## config.mk

```make
export PLATFORM = sky130hd
export DESIGN_NAME = utf8_greedy_line_wrapper_top
export DESIGN_NICKNAME = d
export VERILOG_FILES = /design/src/sv/ulw_pkg.sv /design/src/sv/ulw_step.sv /design/src/sv/ulw_outq.sv /design/src/sv/utf8_greedy_line_wrapper_top.sv
export SDC_FILE = /design/constraint.sdc
export NUM_CORES = 1
export LEC_CHECK = 0
export BUFFER_PORTS_ARGS = -buffer_cell sky130_fd_sc_hd__buf_2
export CAP_MARGIN = 20
export CORE_MARGIN = 2
export CORE_UTILIZATION = 65
export CTS_BUF_LIST = sky130_fd_sc_hd__clkbuf_8
export DETAILED_ROUTE_END_ITERATION = 8
export GPL_TIMING_DRIVEN = 0
export PLACE_DENSITY_LB_ADDON = 0.25
export SYNTH_ARGS = -nofsm -noshare
export SYNTH_HDL_FRONTEND = slang
export SYNTH_SLANG_ARGS = --single-unit
```

## constraint.sdc

```tcl
create_clock -name clk -period 13.36 [get_ports clk]
set_input_delay 0.668 -clock clk [delete_from_list [all_inputs] [get_ports clk]]
set_output_delay 0.668 -clock clk [all_outputs]
set_load 0.05 [all_outputs]
```

## src/sv/ulw_pkg.sv

```systemverilog
// ----------------------------------------------------------------------------
// ulw_pkg
// Shared types and constants for the UTF-8 greedy line wrapper.
// ----------------------------------------------------------------------------
package ulw_pkg;

  localparam int OFF_W      = 10;
  localparam int LEN_W      = 11;
  localparam int CNT_W      = 7;
  localparam int OUTQ_DEPTH = 4;
  localparam int OUTQ_PTR_W = $clog2(OUTQ_DEPTH);

  localparam logic [7:0]  NEWLINE   = 8'h0A;
  localparam logic [20:0] ASCII_MAX = 21'h00007F;

  localparam logic [7:0] RST_LINE_WIDTH = 8'd128;
  localparam logic [4:0] RST_NARROW_PX  = 5'd8;
  localparam logic [5:0] RST_WIDE_PX    = 6'd16;
  localparam logic [6:0] RST_MAX_LINES  = 7'd64;

  typedef enum logic [1:0] {
    REG_LINE_WIDTH = 2'd0,
    REG_NARROW_PX  = 2'd1,
    REG_WIDE_PX    = 2'd2,
    REG_MAX_LINES  = 2'd3
  } reg_idx_t;

  typedef struct packed {
    logic [7:0] line_width_px;
    logic [4:0] narrow_char_px;
    logic [5:0] wide_char_px;
    logic [6:0] max_lines;
  } cfg_t;

  typedef struct packed {
    logic [OFF_W-1:0] offset;
    logic [LEN_W-1:0] length;
    logic             line_valid;
    logic             end_of_text;
    logic [CNT_W-1:0] line_count;
  } result_t;

endpackage

```

## src/sv/ulw_step.sv

```systemverilog
// ----------------------------------------------------------------------------
// ulw_step
// Per-byte decode, width accounting and line break decision; holds the text
// state and produces up to two line results for each byte.
// ----------------------------------------------------------------------------
module ulw_step #(
  parameter int TEXT_MAX  = 1024,
  parameter int LINES_MAX = 64
) (
  input  logic             clk,
  input  logic             rst,
  input  ulw_pkg::cfg_t    cfg,
  input  logic             advance,
  input  logic [7:0]       text_byte,
  input  logic             last_byte,
  output logic [1:0]       push_count,
  output ulw_pkg::result_t push0,
  output ulw_pkg::result_t push1
);
  import ulw_pkg::*;

  localparam int POS_W   = $clog2(TEXT_MAX + 1);
  localparam int LEAD_W  = $clog2(TEXT_MAX);
  localparam int LIM_CAP = (LINES_MAX > 127) ? 127 : LINES_MAX;

  logic [POS_W-1:0]  bpos, bpos_next;
  logic [POS_W-1:0]  lstart, lstart_next;
  logic [8:0]        used, used_next;
  logic [1:0]        pend, pend_next;
  logic [20:0]       cp, cp_next;
  logic [LEAD_W-1:0] lead, lead_next;
  logic [CNT_W-1:0]  lines, lines_next;

  logic [CNT_W-1:0]  lim;
  logic              in_range;
  logic [20:0]       cp_a;
  logic [1:0]        pend_a;
  logic [LEAD_W-1:0] lead_a;
  logic [POS_W-1:0]  bpos_a;
  logic [POS_W-1:0]  lead_pos;
  logic              fin;
  logic              nl;
  logic              fin_all;
  logic [5:0]        w;
  logic [9:0]        sum;
  logic              brk;
  logic              e1_emit;
  logic [POS_W-1:0]  e1_len;
  logic [CNT_W-1:0]  lines_b;
  logic [POS_W-1:0]  lstart_b;
  logic [8:0]        used_b;
  logic              e2_emit;
  result_t           r_e1;
  result_t           r_fin;

  assign lim = (cfg.max_lines < CNT_W'(LIM_CAP)) ? cfg.max_lines : CNT_W'(LIM_CAP);

  always_comb begin
    in_range = bpos < POS_W'(TEXT_MAX);
    cp_a     = cp;
    pend_a   = pend;
    lead_a   = lead;
    fin      = 1'b0;
    nl       = 1'b0;
    bpos_a   = bpos;
    if (in_range) begin
      bpos_a = bpos + POS_W'(1);
      if (pend != 2'd0) begin
        cp_a   = {cp[14:0], text_byte[5:0]};
        pend_a = pend - 2'd1;
        fin    = (pend_a == 2'd0);
      end else begin
        case (text_byte) inside
          8'b0???????: begin
            if (text_byte == NEWLINE) begin
              nl = 1'b1;
            end else begin
              lead_a = LEAD_W'(bpos);
              cp_a   = {13'd0, text_byte};
              fin    = 1'b1;
            end
          end
          8'b110?????: begin
            lead_a = LEAD_W'(bpos);
            cp_a   = {16'd0, text_byte[4:0]};
            pend_a = 2'd1;
          end
          8'b1110????: begin
            lead_a = LEAD_W'(bpos);
            cp_a   = {17'd0, text_byte[3:0]};
            pend_a = 2'd2;
          end
          8'b11110???: begin
            lead_a = LEAD_W'(bpos);
            cp_a   = {18'd0, text_byte[2:0]};
            pend_a = 2'd3;
          end
          default: begin
          end
        endcase
      end
    end
  end

  always_comb begin
    lead_pos = POS_W'(lead_a);
    fin_all  = fin || (last_byte && pend_a != 2'd0);
    w        = (cp_a <= ASCII_MAX) ? {1'b0, cfg.narrow_char_px} : cfg.wide_char_px;
    sum      = {1'b0, used} + 10'(w);
    brk      = fin_all && (sum > 10'(cfg.line_width_px)) && (used != 9'd0);
    e1_len   = brk ? (lead_pos - lstart) : (bpos - lstart);
    e1_emit  = (brk || nl) && (lines < lim);
    lines_b  = lines + CNT_W'(e1_emit);
    if (brk) begin
      lstart_b = lead_pos;
      used_b   = 9'(w);
    end else if (nl) begin
      lstart_b = bpos + POS_W'(1);
      used_b   = 9'd0;
    end else begin
      lstart_b = lstart;
      used_b   = fin_all ? sum[8:0] : used;
    end
    e2_emit = (bpos_a > lstart_b) && (lines_b < lim);

    r_e1.offset      = OFF_W'(lstart);
    r_e1.length      = LEN_W'(e1_len);
    r_e1.line_valid  = 1'b1;
    r_e1.end_of_text = 1'b0;
    r_e1.line_count  = lines_b;

    if (e2_emit) begin
      r_fin.offset      = OFF_W'(lstart_b);
      r_fin.length      = LEN_W'(bpos_a - lstart_b);
      r_fin.line_valid  = 1'b1;
      r_fin.end_of_text = 1'b1;
      r_fin.line_count  = lines_b + CNT_W'(1);
    end else begin
      r_fin.offset      = '0;
      r_fin.length      = '0;
      r_fin.line_valid  = 1'b0;
      r_fin.end_of_text = 1'b1;
      r_fin.line_count  = lines_b;
    end
  end

  always_comb begin
    push_count = 2'd0;
    push0      = r_e1;
    push1      = r_fin;
    if (advance) begin
      push_count = {1'b0, e1_emit} + {1'b0, last_byte};
      if (!e1_emit) begin
        push0 = r_fin;
      end
    end
  end

  always_comb begin
    bpos_next   = bpos;
    lstart_next = lstart;
    used_next   = used;
    pend_next   = pend;
    cp_next     = cp;
    lead_next   = lead;
    lines_next  = lines;
    if (advance) begin
      if (last_byte) begin
        bpos_next   = '0;
        lstart_next = '0;
        used_next   = '0;
        pend_next   = '0;
        cp_next     = '0;
        lead_next   = '0;
        lines_next  = '0;
      end else begin
        bpos_next   = bpos_a;
        lstart_next = lstart_b;
        used_next   = used_b;
        pend_next   = pend_a;
        cp_next     = cp_a;
        lead_next   = lead_a;
        lines_next  = lines_b;
      end
    end
  end

  always_ff @(posedge clk) begin
    if (rst) begin
      bpos   <= '0;
      lstart <= '0;
      used   <= '0;
      pend   <= '0;
      cp     <= '0;
      lead   <= '0;
      lines  <= '0;
    end else begin
      bpos   <= bpos_next;
      lstart <= lstart_next;
      used   <= used_next;
      pend   <= pend_next;
      cp     <= cp_next;
      lead   <= lead_next;
      lines  <= lines_next;
    end
  end

endmodule

```

## src/sv/ulw_outq.sv

```systemverilog
// ----------------------------------------------------------------------------
// ulw_outq
// Small result queue: takes up to two results a cycle, hands out one.
// ----------------------------------------------------------------------------
module ulw_outq (
  input  logic             clk,
  input  logic             rst,
  input  logic [1:0]       push_count,
  input  ulw_pkg::result_t push0,
  input  ulw_pkg::result_t push1,
  output logic             space,
  output logic             out_valid,
  input  logic             out_ready,
  output ulw_pkg::result_t head
);
  import ulw_pkg::*;

  result_t               entries [OUTQ_DEPTH];
  logic [OUTQ_PTR_W-1:0] rd_ptr, rd_ptr_next;
  logic [OUTQ_PTR_W-1:0] wr_ptr, wr_ptr_next;
  logic [OUTQ_PTR_W:0]   count, count_next;
  logic                  pop;

  assign out_valid = (count != '0);
  assign head      = entries[rd_ptr];
  assign pop       = out_valid && out_ready;
  assign space     = (count <= (OUTQ_PTR_W+1)'(OUTQ_DEPTH - 2));

  always_comb begin
    rd_ptr_next = rd_ptr + OUTQ_PTR_W'(pop);
    wr_ptr_next = wr_ptr + OUTQ_PTR_W'(push_count);
    count_next  = count + (OUTQ_PTR_W+1)'(push_count) - (OUTQ_PTR_W+1)'(pop);
  end

  always_ff @(posedge clk) begin
    if (push_count != 2'd0) begin
      entries[wr_ptr] <= push0;
    end
    if (push_count == 2'd2) begin
      entries[wr_ptr + OUTQ_PTR_W'(1)] <= push1;
    end
  end

  always_ff @(posedge clk) begin
    if (rst) begin
      rd_ptr <= '0;
      wr_ptr <= '0;
      count  <= '0;
    end else begin
      rd_ptr <= rd_ptr_next;
      wr_ptr <= wr_ptr_next;
      count  <= count_next;
    end
  end

endmodule

```

## src/sv/utf8_greedy_line_wrapper_top.sv

```systemverilog
// ----------------------------------------------------------------------------
// utf8_greedy_line_wrapper_top
// Greedy line wrapping of a UTF-8 byte stream into line offset/length words.
//
// Input channel (in_valid/in_ready) carries one text byte per word, with
// last_byte marking the end of a text. Output channel (out_valid/out_ready)
// carries line words: offset, length, line_valid, end_of_text, line_count.
// Each byte yields zero, one or two output words; the last byte of a text
// always yields a closing word with end_of_text set.
// An accepted byte lands in an input register; once the queue has space, it
// is decoded and its results are written into a four-entry output queue,
// whose head drives the output. One byte per cycle is sustained while the
// queue has space; the decode and width compare stage takes the held byte
// in the same cycle as the next byte is accepted.
// When the receiver stalls, the queue fills and in_ready drops while a byte
// waits in the input register with fewer than two entries free; no word is
// lost.
// Reset clears the text state and the queue and loads the register defaults
// (width 128, narrow 8, wide 16, max lines 64). Register writes through
// cfg_write/cfg_index/cfg_data are registered.
// ----------------------------------------------------------------------------
module utf8_greedy_line_wrapper_top #(
  parameter int TEXT_MAX  = 1024,
  parameter int LINES_MAX = 64
) (
  input  logic        clk,
  input  logic        rst,
  input  logic        cfg_write,
  input  logic [1:0]  cfg_index,
  input  logic [7:0]  cfg_data,
  input  logic        in_valid,
  output logic        in_ready,
  input  logic [7:0]  text_byte,
  input  logic        last_byte,
  output logic        out_valid,
  input  logic        out_ready,
  output logic [9:0]  line_offset,
  output logic [10:0] line_length,
  output logic        line_valid,
  output logic        end_of_text,
  output logic [6:0]  line_count
);
  import ulw_pkg::*;

  cfg_t       cfg;
  logic       in_full;
  logic [7:0] in_byte;
  logic       in_last;
  logic       space;
  logic       advance;
  logic [1:0] push_count;
  result_t    push0;
  result_t    push1;
  result_t    head;

  assign advance  = in_full && space;
  assign in_ready = !in_full || advance;

  always_ff @(posedge clk) begin
    if (rst) begin
      cfg.line_width_px  <= RST_LINE_WIDTH;
      cfg.narrow_char_px <= RST_NARROW_PX;
      cfg.wide_char_px   <= RST_WIDE_PX;
      cfg.max_lines      <= RST_MAX_LINES;
    end else if (cfg_write) begin
      case (reg_idx_t'(cfg_index))
        REG_LINE_WIDTH: cfg.line_width_px  <= cfg_data;
        REG_NARROW_PX:  cfg.narrow_char_px <= cfg_data[4:0];
        REG_WIDE_PX:    cfg.wide_char_px   <= cfg_data[5:0];
        REG_MAX_LINES:  cfg.max_lines      <= cfg_data[6:0];
        default: begin
        end
      endcase
    end
  end

  always_ff @(posedge clk) begin
    if (rst) begin
      in_full <= 1'b0;
    end else if (in_valid && in_ready) begin
      in_full <= 1'b1;
    end else if (advance) begin
      in_full <= 1'b0;
    end
  end

  always_ff @(posedge clk) begin
    if (in_valid && in_ready) begin
      in_byte <= text_byte;
      in_last <= last_byte;
    end
  end

  ulw_step #(
    .TEXT_MAX  (TEXT_MAX),
    .LINES_MAX (LINES_MAX)
  ) u_step (
    .clk        (clk),
    .rst        (rst),
    .cfg        (cfg),
    .advance    (advance),
    .text_byte  (in_byte),
    .last_byte  (in_last),
    .push_count (push_count),
    .push0      (push0),
    .push1      (push1)
  );

  ulw_outq u_outq (
    .clk        (clk),
    .rst        (rst),
    .push_count (push_count),
    .push0      (push0),
    .push1      (push1),
    .space      (space),
    .out_valid  (out_valid),
    .out_ready  (out_ready),
    .head       (head)
  );

  assign line_offset = head.offset;
  assign line_length = head.length;
  assign line_valid  = head.line_valid;
  assign end_of_text = head.end_of_text;
  assign line_count  = head.line_count;

endmodule
```

==> After elaboration in Yosys (flattened, before gate mapping) <==
Memory sizes are Yosys's and may differ from the RTL's. A register that Yosys moved wholly into a read port is not among the register bits.
Index checks and enable logic that the tools add are counted.
{ "word_totals": {"register_bits": 114, "ram_bits": 120, "in_bits": 24, "out_inout_bits": 32, "word_cells": 129, "n_memories": 1} }
{ "mem_list": {"columns": ["memory", "words", "word_bits", "rd", "rd_clocked_by_memory_dff", "wr", "line_no", "source"], "rows": [
  ["u_outq.entries", 4, 30, 1, 1, 2, "ulw_outq.sv:18", "result_t entries [OUTQ_DEPTH];"]
]} }
{ "classes": {"n_addsub": 14, "order_cmp": 8, "n_eq_ne": 8, "mux": 55, "reduce_logical": 26} }
{ "ops": {"columns": ["cell", "count"], "rows": [
  ["21-bit 2-to-1 mux", 8],
  ["30-bit 2-to-1 mux", 3],
  ["10-bit 2-to-1 mux", 8],
  ["11-bit 2-to-1 mux", 6],
  ["9-bit 2-to-1 mux", 4],
  ["11-bit subtractor", 2],
  ["21-bit by 7-bit less-or-equal comparator with 1-bit output (second input constant)", 1],
  ["2-bit 2-to-1 mux", 9],
  ["7-bit less-than comparator", 2],
  ["1-bit 2-to-1 mux", 14],
  ["7-bit 2-to-1 mux", 2],
  ["11-bit by 1-bit adder with 11-bit output (second input constant)", 1],
  ["11-bit greater-than comparator", 1],
  ["11-bit less-than comparator (second input constant)", 1],
  ["10-bit by 11-bit subtractor with 11-bit output", 1],
  ["9-bit by 6-bit adder with 10-bit output", 1],
  ["10-bit by 8-bit greater-than comparator with 1-bit output", 1],
  ["2-bit AND reduction", 5],
  ["9-bit nonzero test", 1],
  ["8-bit by 4-bit == test with 1-bit output (second input constant)", 1],
  ["1-bit logical AND", 8],
  ["2-bit nonzero test", 4],
  ["7-bit by 1-bit adder with 7-bit output", 1],
  ["7-bit by 1-bit adder with 7-bit output (second input constant)", 1],
  ["20 further kinds", 25]
]} }

==> Logic depth before layout (Yosys ltp) <==
Gate-level depths: netlist of the first run.
{ "logic_depth": {"depth_word": 21, "mapped_depth": 36, "ltp_nobuf": 34} }

==> Modules after synthesis <==
A second synthesis of the first run with hierarchy kept.
{ "hier_totals": {"cells_unflattened": 1264, "hier_area_um2": 14022.2} }
{ "modules_own_cells": {"columns": ["module", "n_inst", "cells_each", "area_each_um2", "seq_area_each_um2"], "rows": [
  ["ulw_step", 1, 808, 6321.1, 1421.4],
  ["ulw_outq", 1, 338, 6308.6, 3743.6],
  ["utf8_greedy_line_wrapper_top", 1, 118, 1392.6, 810.8]
]} }

==> Worst setup path after synthesis of the first run <==
OpenSTA, ideal clock, no wires.
{ "synth_timing": {"path_kind": "register to register", "from": "register in_byte[4]", "to": "memory u_outq.entries[1][10] (netlist name), data pin", "setup_time_ns": 0.154, "t_arrival_ns": 7.574, "t_required_ns": 13.206, "path_slack_ns": 5.633, "stages_incl_launch_ff": 35, "path_buffers": 4, "synth_period_minus_slack_ns": 7.727, "cell_sequence": "edfxtp_1 > nor4b_2 > nand2_1 > nand3_1 > buf_4 > o311a_1 > mux2_2 > ha_1 > fa_1 > a21oi_1 > o221ai_2 > xor2_1 > ha_1 > nand3_1 > a211oi_1 > nor4_1 > o32a_2 > o21ai_0 > nand2_1 > inv_1 > ha_1 > nand2_1 > nor2_1 > xnor2_1 > inv_1 > ha_1 > a21o_1 > a211oi_1 > o41ai_1 > a211oi_1 > buf_2 > buf_2 > clkbuf_1 > nand2_1 > o22ai_1"} }
{ "synth_rtl": {"columns": ["item", "line_no", "source"], "rows": [
  ["from (decl)", "utf8_greedy_line_wrapper_top.sv:47", "logic [7:0] in_byte;"],
  ["from (signal assigned)", "utf8_greedy_line_wrapper_top.sv:89", "in_byte <= text_byte;"],
  ["to (decl)", "ulw_outq.sv:18", null]
]} }

==> flow_summary.json, run 1 <==
{
  "stdcell_count": 1712,
  "fin_util_pct": 73.34,
  "vdd_drop_max_v": 0.00008530,
  "cts-root-buf": "clkbuf_8",
  "vias": 11380,
  "status": "complete, no violations",
  "avgSynthCellArea_sq_um": 10.10,
  "max_cap_viol_count": 0,
  "synth_top_cells_by_area": "edfxtp_1 (28%), dfxtp_1 (16%), ha_1 (5.7%), mux4_2 (5.1%), nor2_1 (5.0%)",
  "slowest_delay_ps": 540,
  "grtUsageMet3_pct": 6.118,
  "synth.distinct_cells": 80,
  "track_usage_pct": 34.45,
  "ys_ff_latch": 234,
  "gr-usage-met2_pct": 57.98,
  "drt_iter0_markers": 1535,
  "synth_top_flop_cell": "edfxtp_1",
  "hold_path.class": "in -> reg",
  "cts_setup_buffers": 0,
  "synth_area_sq_um": 13270,
  "synth-seq-area-share_pct": 44.73,
  "yosys.area.top_type": "edfxtp_1",
  "synth_nets": 1402,
  "die_x_microns": 146.9,
  "crit_path_top_delay_cell": "clkbuf_1",
  "numCtsBuffers": 40,
  "leakagePower_nw": 5.392,
  "grt-ovfl-total": 0,
  "grt_pass1_vias": 11010,
  "power_density_nw_per_um2": 128.2,
  "fp.dieH_microns": 146.9,
  "tns_ps": 0,
  "rsz0062_at_grt": "false",
  "min_period_over_period_pct": 79.66,
  "tightest_slew_ps": 1005,
  "post-route-cell-area_sq_um": 14740,
  "synth_common_cells": "nor2_1 (176), edfxtp_1 (125), dfxtp_1 (109)",
  "dp_hpwl_microns": 27010,
  "min_period_ps": 10640,
  "placed_area_sq_um": 13990,
  "gp_congestion": 0.9705,
  "cts_tree": "done",
  "critical_path_required_ps": 13660,
  "postCtsHoldBufs": 0,
  "core_sq_um": 20100,
  "arrival_ps": 10950,
  "synth.most_common_cell": "nor2_1",
  "hold_ws_ps": 308.7,
  "top_usage_layer": "met2",
  "synthCells": 1314,
  "die_area_sq_um": 21580,
  "slew_headroom_pct": 32.16,
  "firstDrtPassIters": 6,
  "cp-end-kind": "flip-flop",
  "grtUsageMet1_pct": 43.98,
  "n_antenna_cell": 0,
  "fillers": 1451,
  "nets": 1503,
  "grt_pass1_wl_microns": 58190,
  "clockBufferDepth": 3,
  "post-route-worst-setup-slack_ps": 2717,
  "clock_sinks": 234,
  "synth_edf_count": 125,
  "async_reset_ff_share_pct": 0,
  "cts_max_level": 2,
  "start_util_pct": 66.01,
  "total_power_mw": 1.891,
  "portBuffers": 55,
  "drive_gt1_share_pct": 15.40,
  "crit_type": "reg -> reg",
  "ant_nets": 0,
  "startpoint_type": "flip-flop",
  "pre_cts_ws_ps": 3141,
  "area_growth_pct": 11.11,
  "fmax_ghz": 0.09396,
  "routed_wl_microns": 37020,
  "io_pins": 56,
  "cts_resized": 0,
  "ys_warn_count": 0,
  "viasPerCell": 6.644,
  "drc": 0,
  "avgRoutedWirePerCell_microns": 21.62,
  "yosysTopAreaCellShare_pct": 28.29,
  "final_max_slew_viol_count": 0,
  "setup_violations": 0,
  "hold_viol": 0,
  "num_rows": 52,
  "path_clk_slew_ps": 70,
  "dp.cells": 1643,
  "crit_path_max_fanout": 10,
  "clock_latency_ps": 550,
  "grt_max_degree": 23,
  "antenna_found_initial": 0,
  "finClkSkew_ps": 30.82
}
-- state kept, by name (all words and copies together), names as in the netlist --
register        flops
u_outq.rd_ptr       2
in_full             1
u_step.lead        10
u_step.used         9
u_step.pend         2
u_outq.entries    120
in_last             1
u_step.lstart      11
u_step.cp          21
u_step.bpos        11
in_byte             8
u_outq.wr_ptr       2
u_outq.count        3
cfg                26
u_step.lines        7
-- worst max-delay path, delay by kind of cell (launching register included) --
| family | cells | cell delay [ps] |
|---|---|---|
| xor gates and xnor gates | 2 | 530 |
| adders and majority gates | 5 | 1590 |
| muxes | 1 | 420 |
| and+or+nand+nor | 9 | 1800 |
| AOI/OAI and AO/OA | 11 | 3770 |
| buffers and inverters | 6 | 1850 |
| DFF | 1 | 430 |
-- cell families after synthesis --
family / after synthesis / synth area share [%]
AOI/OAI and AO/OA: 369 / 18.77
xor gates and xnor gates: 47 / 3.102
adders and majority gates: 64 / 6.261
buffers and inverters: 130 / 4.167
DFF: 234 / 44.73
muxes: 85 / 9.504
and+or+nand+nor: 385 / 13.46
-- per-layer routing --
metal	part of all wire (%)	routed length [microns]
met2	48	17690
met1	38	13960
met4	4.6	1699
met5	0	0
met3	9.9	3675
-- power by group --
group | internal [mW] | switching, mW
sequential | 0.779 | 0.0164
combinational | 0.151 | 0.326
clock | 0.327 | 0.291
total | 1.26 | 0.633
-- final cells by class --
cell class / instances / area (sq um) / area share (%)
plain buffers: 76 / 350.3 / 2.376
clock buffers: 45 / 619.3 / 4.201
clock inverters: 24 / 131.4 / 0.8910
inverters: 54 / 202.7 / 1.375
multi-input cells: 950 / 6782 / 45.99
flip-flops and latches: 234 / 5936 / 40.26
well taps: 270 / 337.8 / 2.291
repair buffers: 59 / 385.4 / 2.614
-- cell usage in the layout, fill, tap and decap left out, drive strengths merged, types with 20 or more instances in the layout --
cell | netlist | final
nor2 | 178 | 178
clkbuf | 39 | 84
nand2 | 84 | 84
edfxtp | 125 | 125
a21oi | 76 | 76
dfxtp | 109 | 109
nor3 | 20 | 20
mux4 | 30 | 30
a22oi | 40 | 40
o21ai | 68 | 68
nand3 | 26 | 26
inv | 54 | 67
buf | 37 | 96
o22ai | 70 | 70
ha | 60 | 60
mux2 | 22 | 22
mux2i | 33 | 33
xnor2 | 30 | 30
-- final timing paths --
| path | to | slack (ps) | cells past startpoint | start |
|---|---|---|---|---|
| max | u_outq.entries[3][24] | 2720 | 34 | in_byte[4] |
| min | in_byte[0] | 310 | 1 | text_byte[0] |
| max reg2reg | u_outq.entries[3][24] | 2720 | 34 | in_byte[4] |
| min reg2reg | u_outq.entries[3][7] | 450 | 2 | u_outq.entries[3][7] |
No activity file was read; power rests on OpenSTA's default activity.
==> run 2: changes to the inputs <==
--- a/config.mk
+++ b/config.mk
@@ -8,7 +8,7 @@
 export BUFFER_PORTS_ARGS = -buffer_cell sky130_fd_sc_hd__buf_2
 export CAP_MARGIN = 20
 export CORE_MARGIN = 2
-export CORE_UTILIZATION = 65
+export CORE_UTILIZATION = 58
 export CTS_BUF_LIST = sky130_fd_sc_hd__clkbuf_8
 export DETAILED_ROUTE_END_ITERATION = 8
 export GPL_TIMING_DRIVEN = 0
==> constraint.sdc (replaced) <==
create_clock -name clk -period 8.7 [get_ports clk]
set_input_delay 0.435 -clock clk [delete_from_list [all_inputs] [get_ports clk]]
set_output_delay 0.435 -clock clk [all_outputs]
set_load 0.05 [all_outputs]
==> flow_summary.json, run 2 (synthesized netlist as in run 1, its figures left out) <==
{
  "status": "complete, no violations",
  "critical_path_required_ps": 9060,
  "postCtsHoldBufs": 0,
  "fp.dieH_microns": 155.3,
  "num_rows": 55,
  "cts_tree": "done",
  "final_max_slew_viol_count": 0,
  "crit_path_max_fanout": 10,
  "path_clk_slew_ps": 60,
  "wl_met2_microns": 17210,
  "core_sq_um": 22570,
  "drive_gt1_share_pct": 17.29,
  "avgRoutedWirePerCell_microns": 21.10,
  "crit_type": "reg -> reg",
  "grt_max_degree": 32,
  "power_density_nw_per_um2": 203.4,
  "slowest_delay_ps": 460,
  "viasPerCell": 6.476,
  "grt_pass1_wl_microns": 56100,
  "start_util_pct": 58.79,
  "nets": 1507,
  "drc": 0,
  "n_antenna_cell": 0,
  "drt_iter0_markers": 1156,
  "area_growth_pct": 13.42,
  "crit_buf_inv": 8,
  "met3_length_microns": 3423,
  "ant_nets": 0,
  "crit_path_top_delay_cell": "fa_1",
  "fmax_ghz": 0.1185,
  "pre_cts_ws_ps": -1591,
  "track_usage_pct": 29.70,
  "vdd_drop_max_v": 0.0001433,
  "fin_util_pct": 66.68,
  "die_x_microns": 155.3,
  "min_period_over_period_pct": 97.00,
  "leakagePower_nw": 5.502,
  "layout_common_cells": "nor2_1 (175), edfxtp_1 (125), dfxtp_1 (109), nand2_1 (82), a21oi_1 (74)",
  "antenna_found_initial": 0,
  "reg_top3": "u_outq.entries x120, cfg x26, u_step.cp x21",
  "die_area_sq_um": 24110,
  "cts_max_level": 2,
  "numCtsBuffers": 41,
  "hold_viol": 0,
  "grt-ovfl-total": 0,
  "io_pins": 56,
  "max_cap_viol_count": 0,
  "final_common_cell": "nor2_1",
  "vias": 11250,
  "placed_area_sq_um": 13990,
  "finClkSkew_ps": 17.69,
  "clockBufferDepth": 3,
  "tightest_slew_ps": 1082,
  "routed_wl_microns": 36650,
  "largest-register": "u_outq.entries",
  "firstDrtPassIters": 6,
  "wl_met1_microns": 14730,
  "clock_sinks": 234,
  "top_layer": "met4",
  "tns_ps": 0,
  "post-route-cell-area_sq_um": 15050,
  "critPathTopFamily": "compound AO/OA/AOI/OAI gates",
  "dp_hpwl_microns": 26360,
  "slew_headroom_pct": 27.32,
  "startpoint_type": "flip-flop",
  "portBuffers": 55,
  "arrival_ps": 8800,
  "post-route-worst-setup-slack_ps": 261.1,
  "gp_congestion": 0.9494,
  "min_period_ps": 8439,
  "setup_violations": 0,
  "largest_reg_flops": 120,
  "cts-root-buf": "clkbuf_8",
  "grt_pass1_vias": 10510,
  "cp-end-kind": "flip-flop",
  "clock_latency_ps": 540,
  "hold_path.class": "in -> reg"
}
run 2: worst register-to-register path: cells and delay by family (launching register included):
kind            cells  cell delay [ps]
simple gates        9             1410
flops               1              370
compound gates     11             2630
mux                 1              390
xor+xnor            2              420
buf+inv             8             1470
fa+ha+maj           5             1580
run 2: layer usage:
layer,global-route usage [%],vias up
met5,0,-
met4,11.23,0
met3,5.265,123
met2,49.46,631
met1,39.04,5348
li1,-,5147
run 2: power breakdown:
| part | switching, mW | internal [mW] |
|---|---|---|
| Clock | 0.467 | 0.625 |
| Combinational | 0.505 | 0.243 |
| Sequential | 0.0240 | 1.20 |
run 2: cell type report:
class                           instances  area, sq um
Timing Repair Buffer                   62        395.4
Buffer                                 76        366.6
Multi-Input combinational cell        950         6904
Clock buffer                           48        660.6
Inverter                               54        202.7
Sequential cell                       234         5936
Tap cell                              285        356.6
Clock inverter                         28        229.0
Fill cell                            1767         7521
run 2: what timing repair did:
item | 4_1_cts | 5_1_grt
gates cloned | 0 | 0
endpoints found under the hold margin | 0 | 0
pin swaps | 0 | 2
setup buffers | 0 | 3
endpoints found under the setup margin | 145 | 98
resized for setup | 16 | 14
run 2: path summary, 6_finish.rpt:
kind                             start                    end  slack (ps)  cells past startpoint
setup / recovery            in_byte[6]  u_outq.entries[0][23]         260                     36
hold / removal            text_byte[7]             in_byte[7]          70                      1
setup reg to reg            in_byte[6]  u_outq.entries[0][23]         260                     36
hold reg to reg   u_outq.entries[3][7]   u_outq.entries[3][7]         450                      2
run 2: through the flow:
stage / hold WS, ps / cells / total power, mW
after CTS: 58.92 / 1733 / 3.050
after detailed placement: 433.7 / 1657 / 1.967
after global placement: 428.2 / 1654 / 1.952
after global routing: 56.85 / 1737 / 3.163
final: 74.22 / 1737 / 3.061
after floorplan: 418.2 / 1314 / 1.789
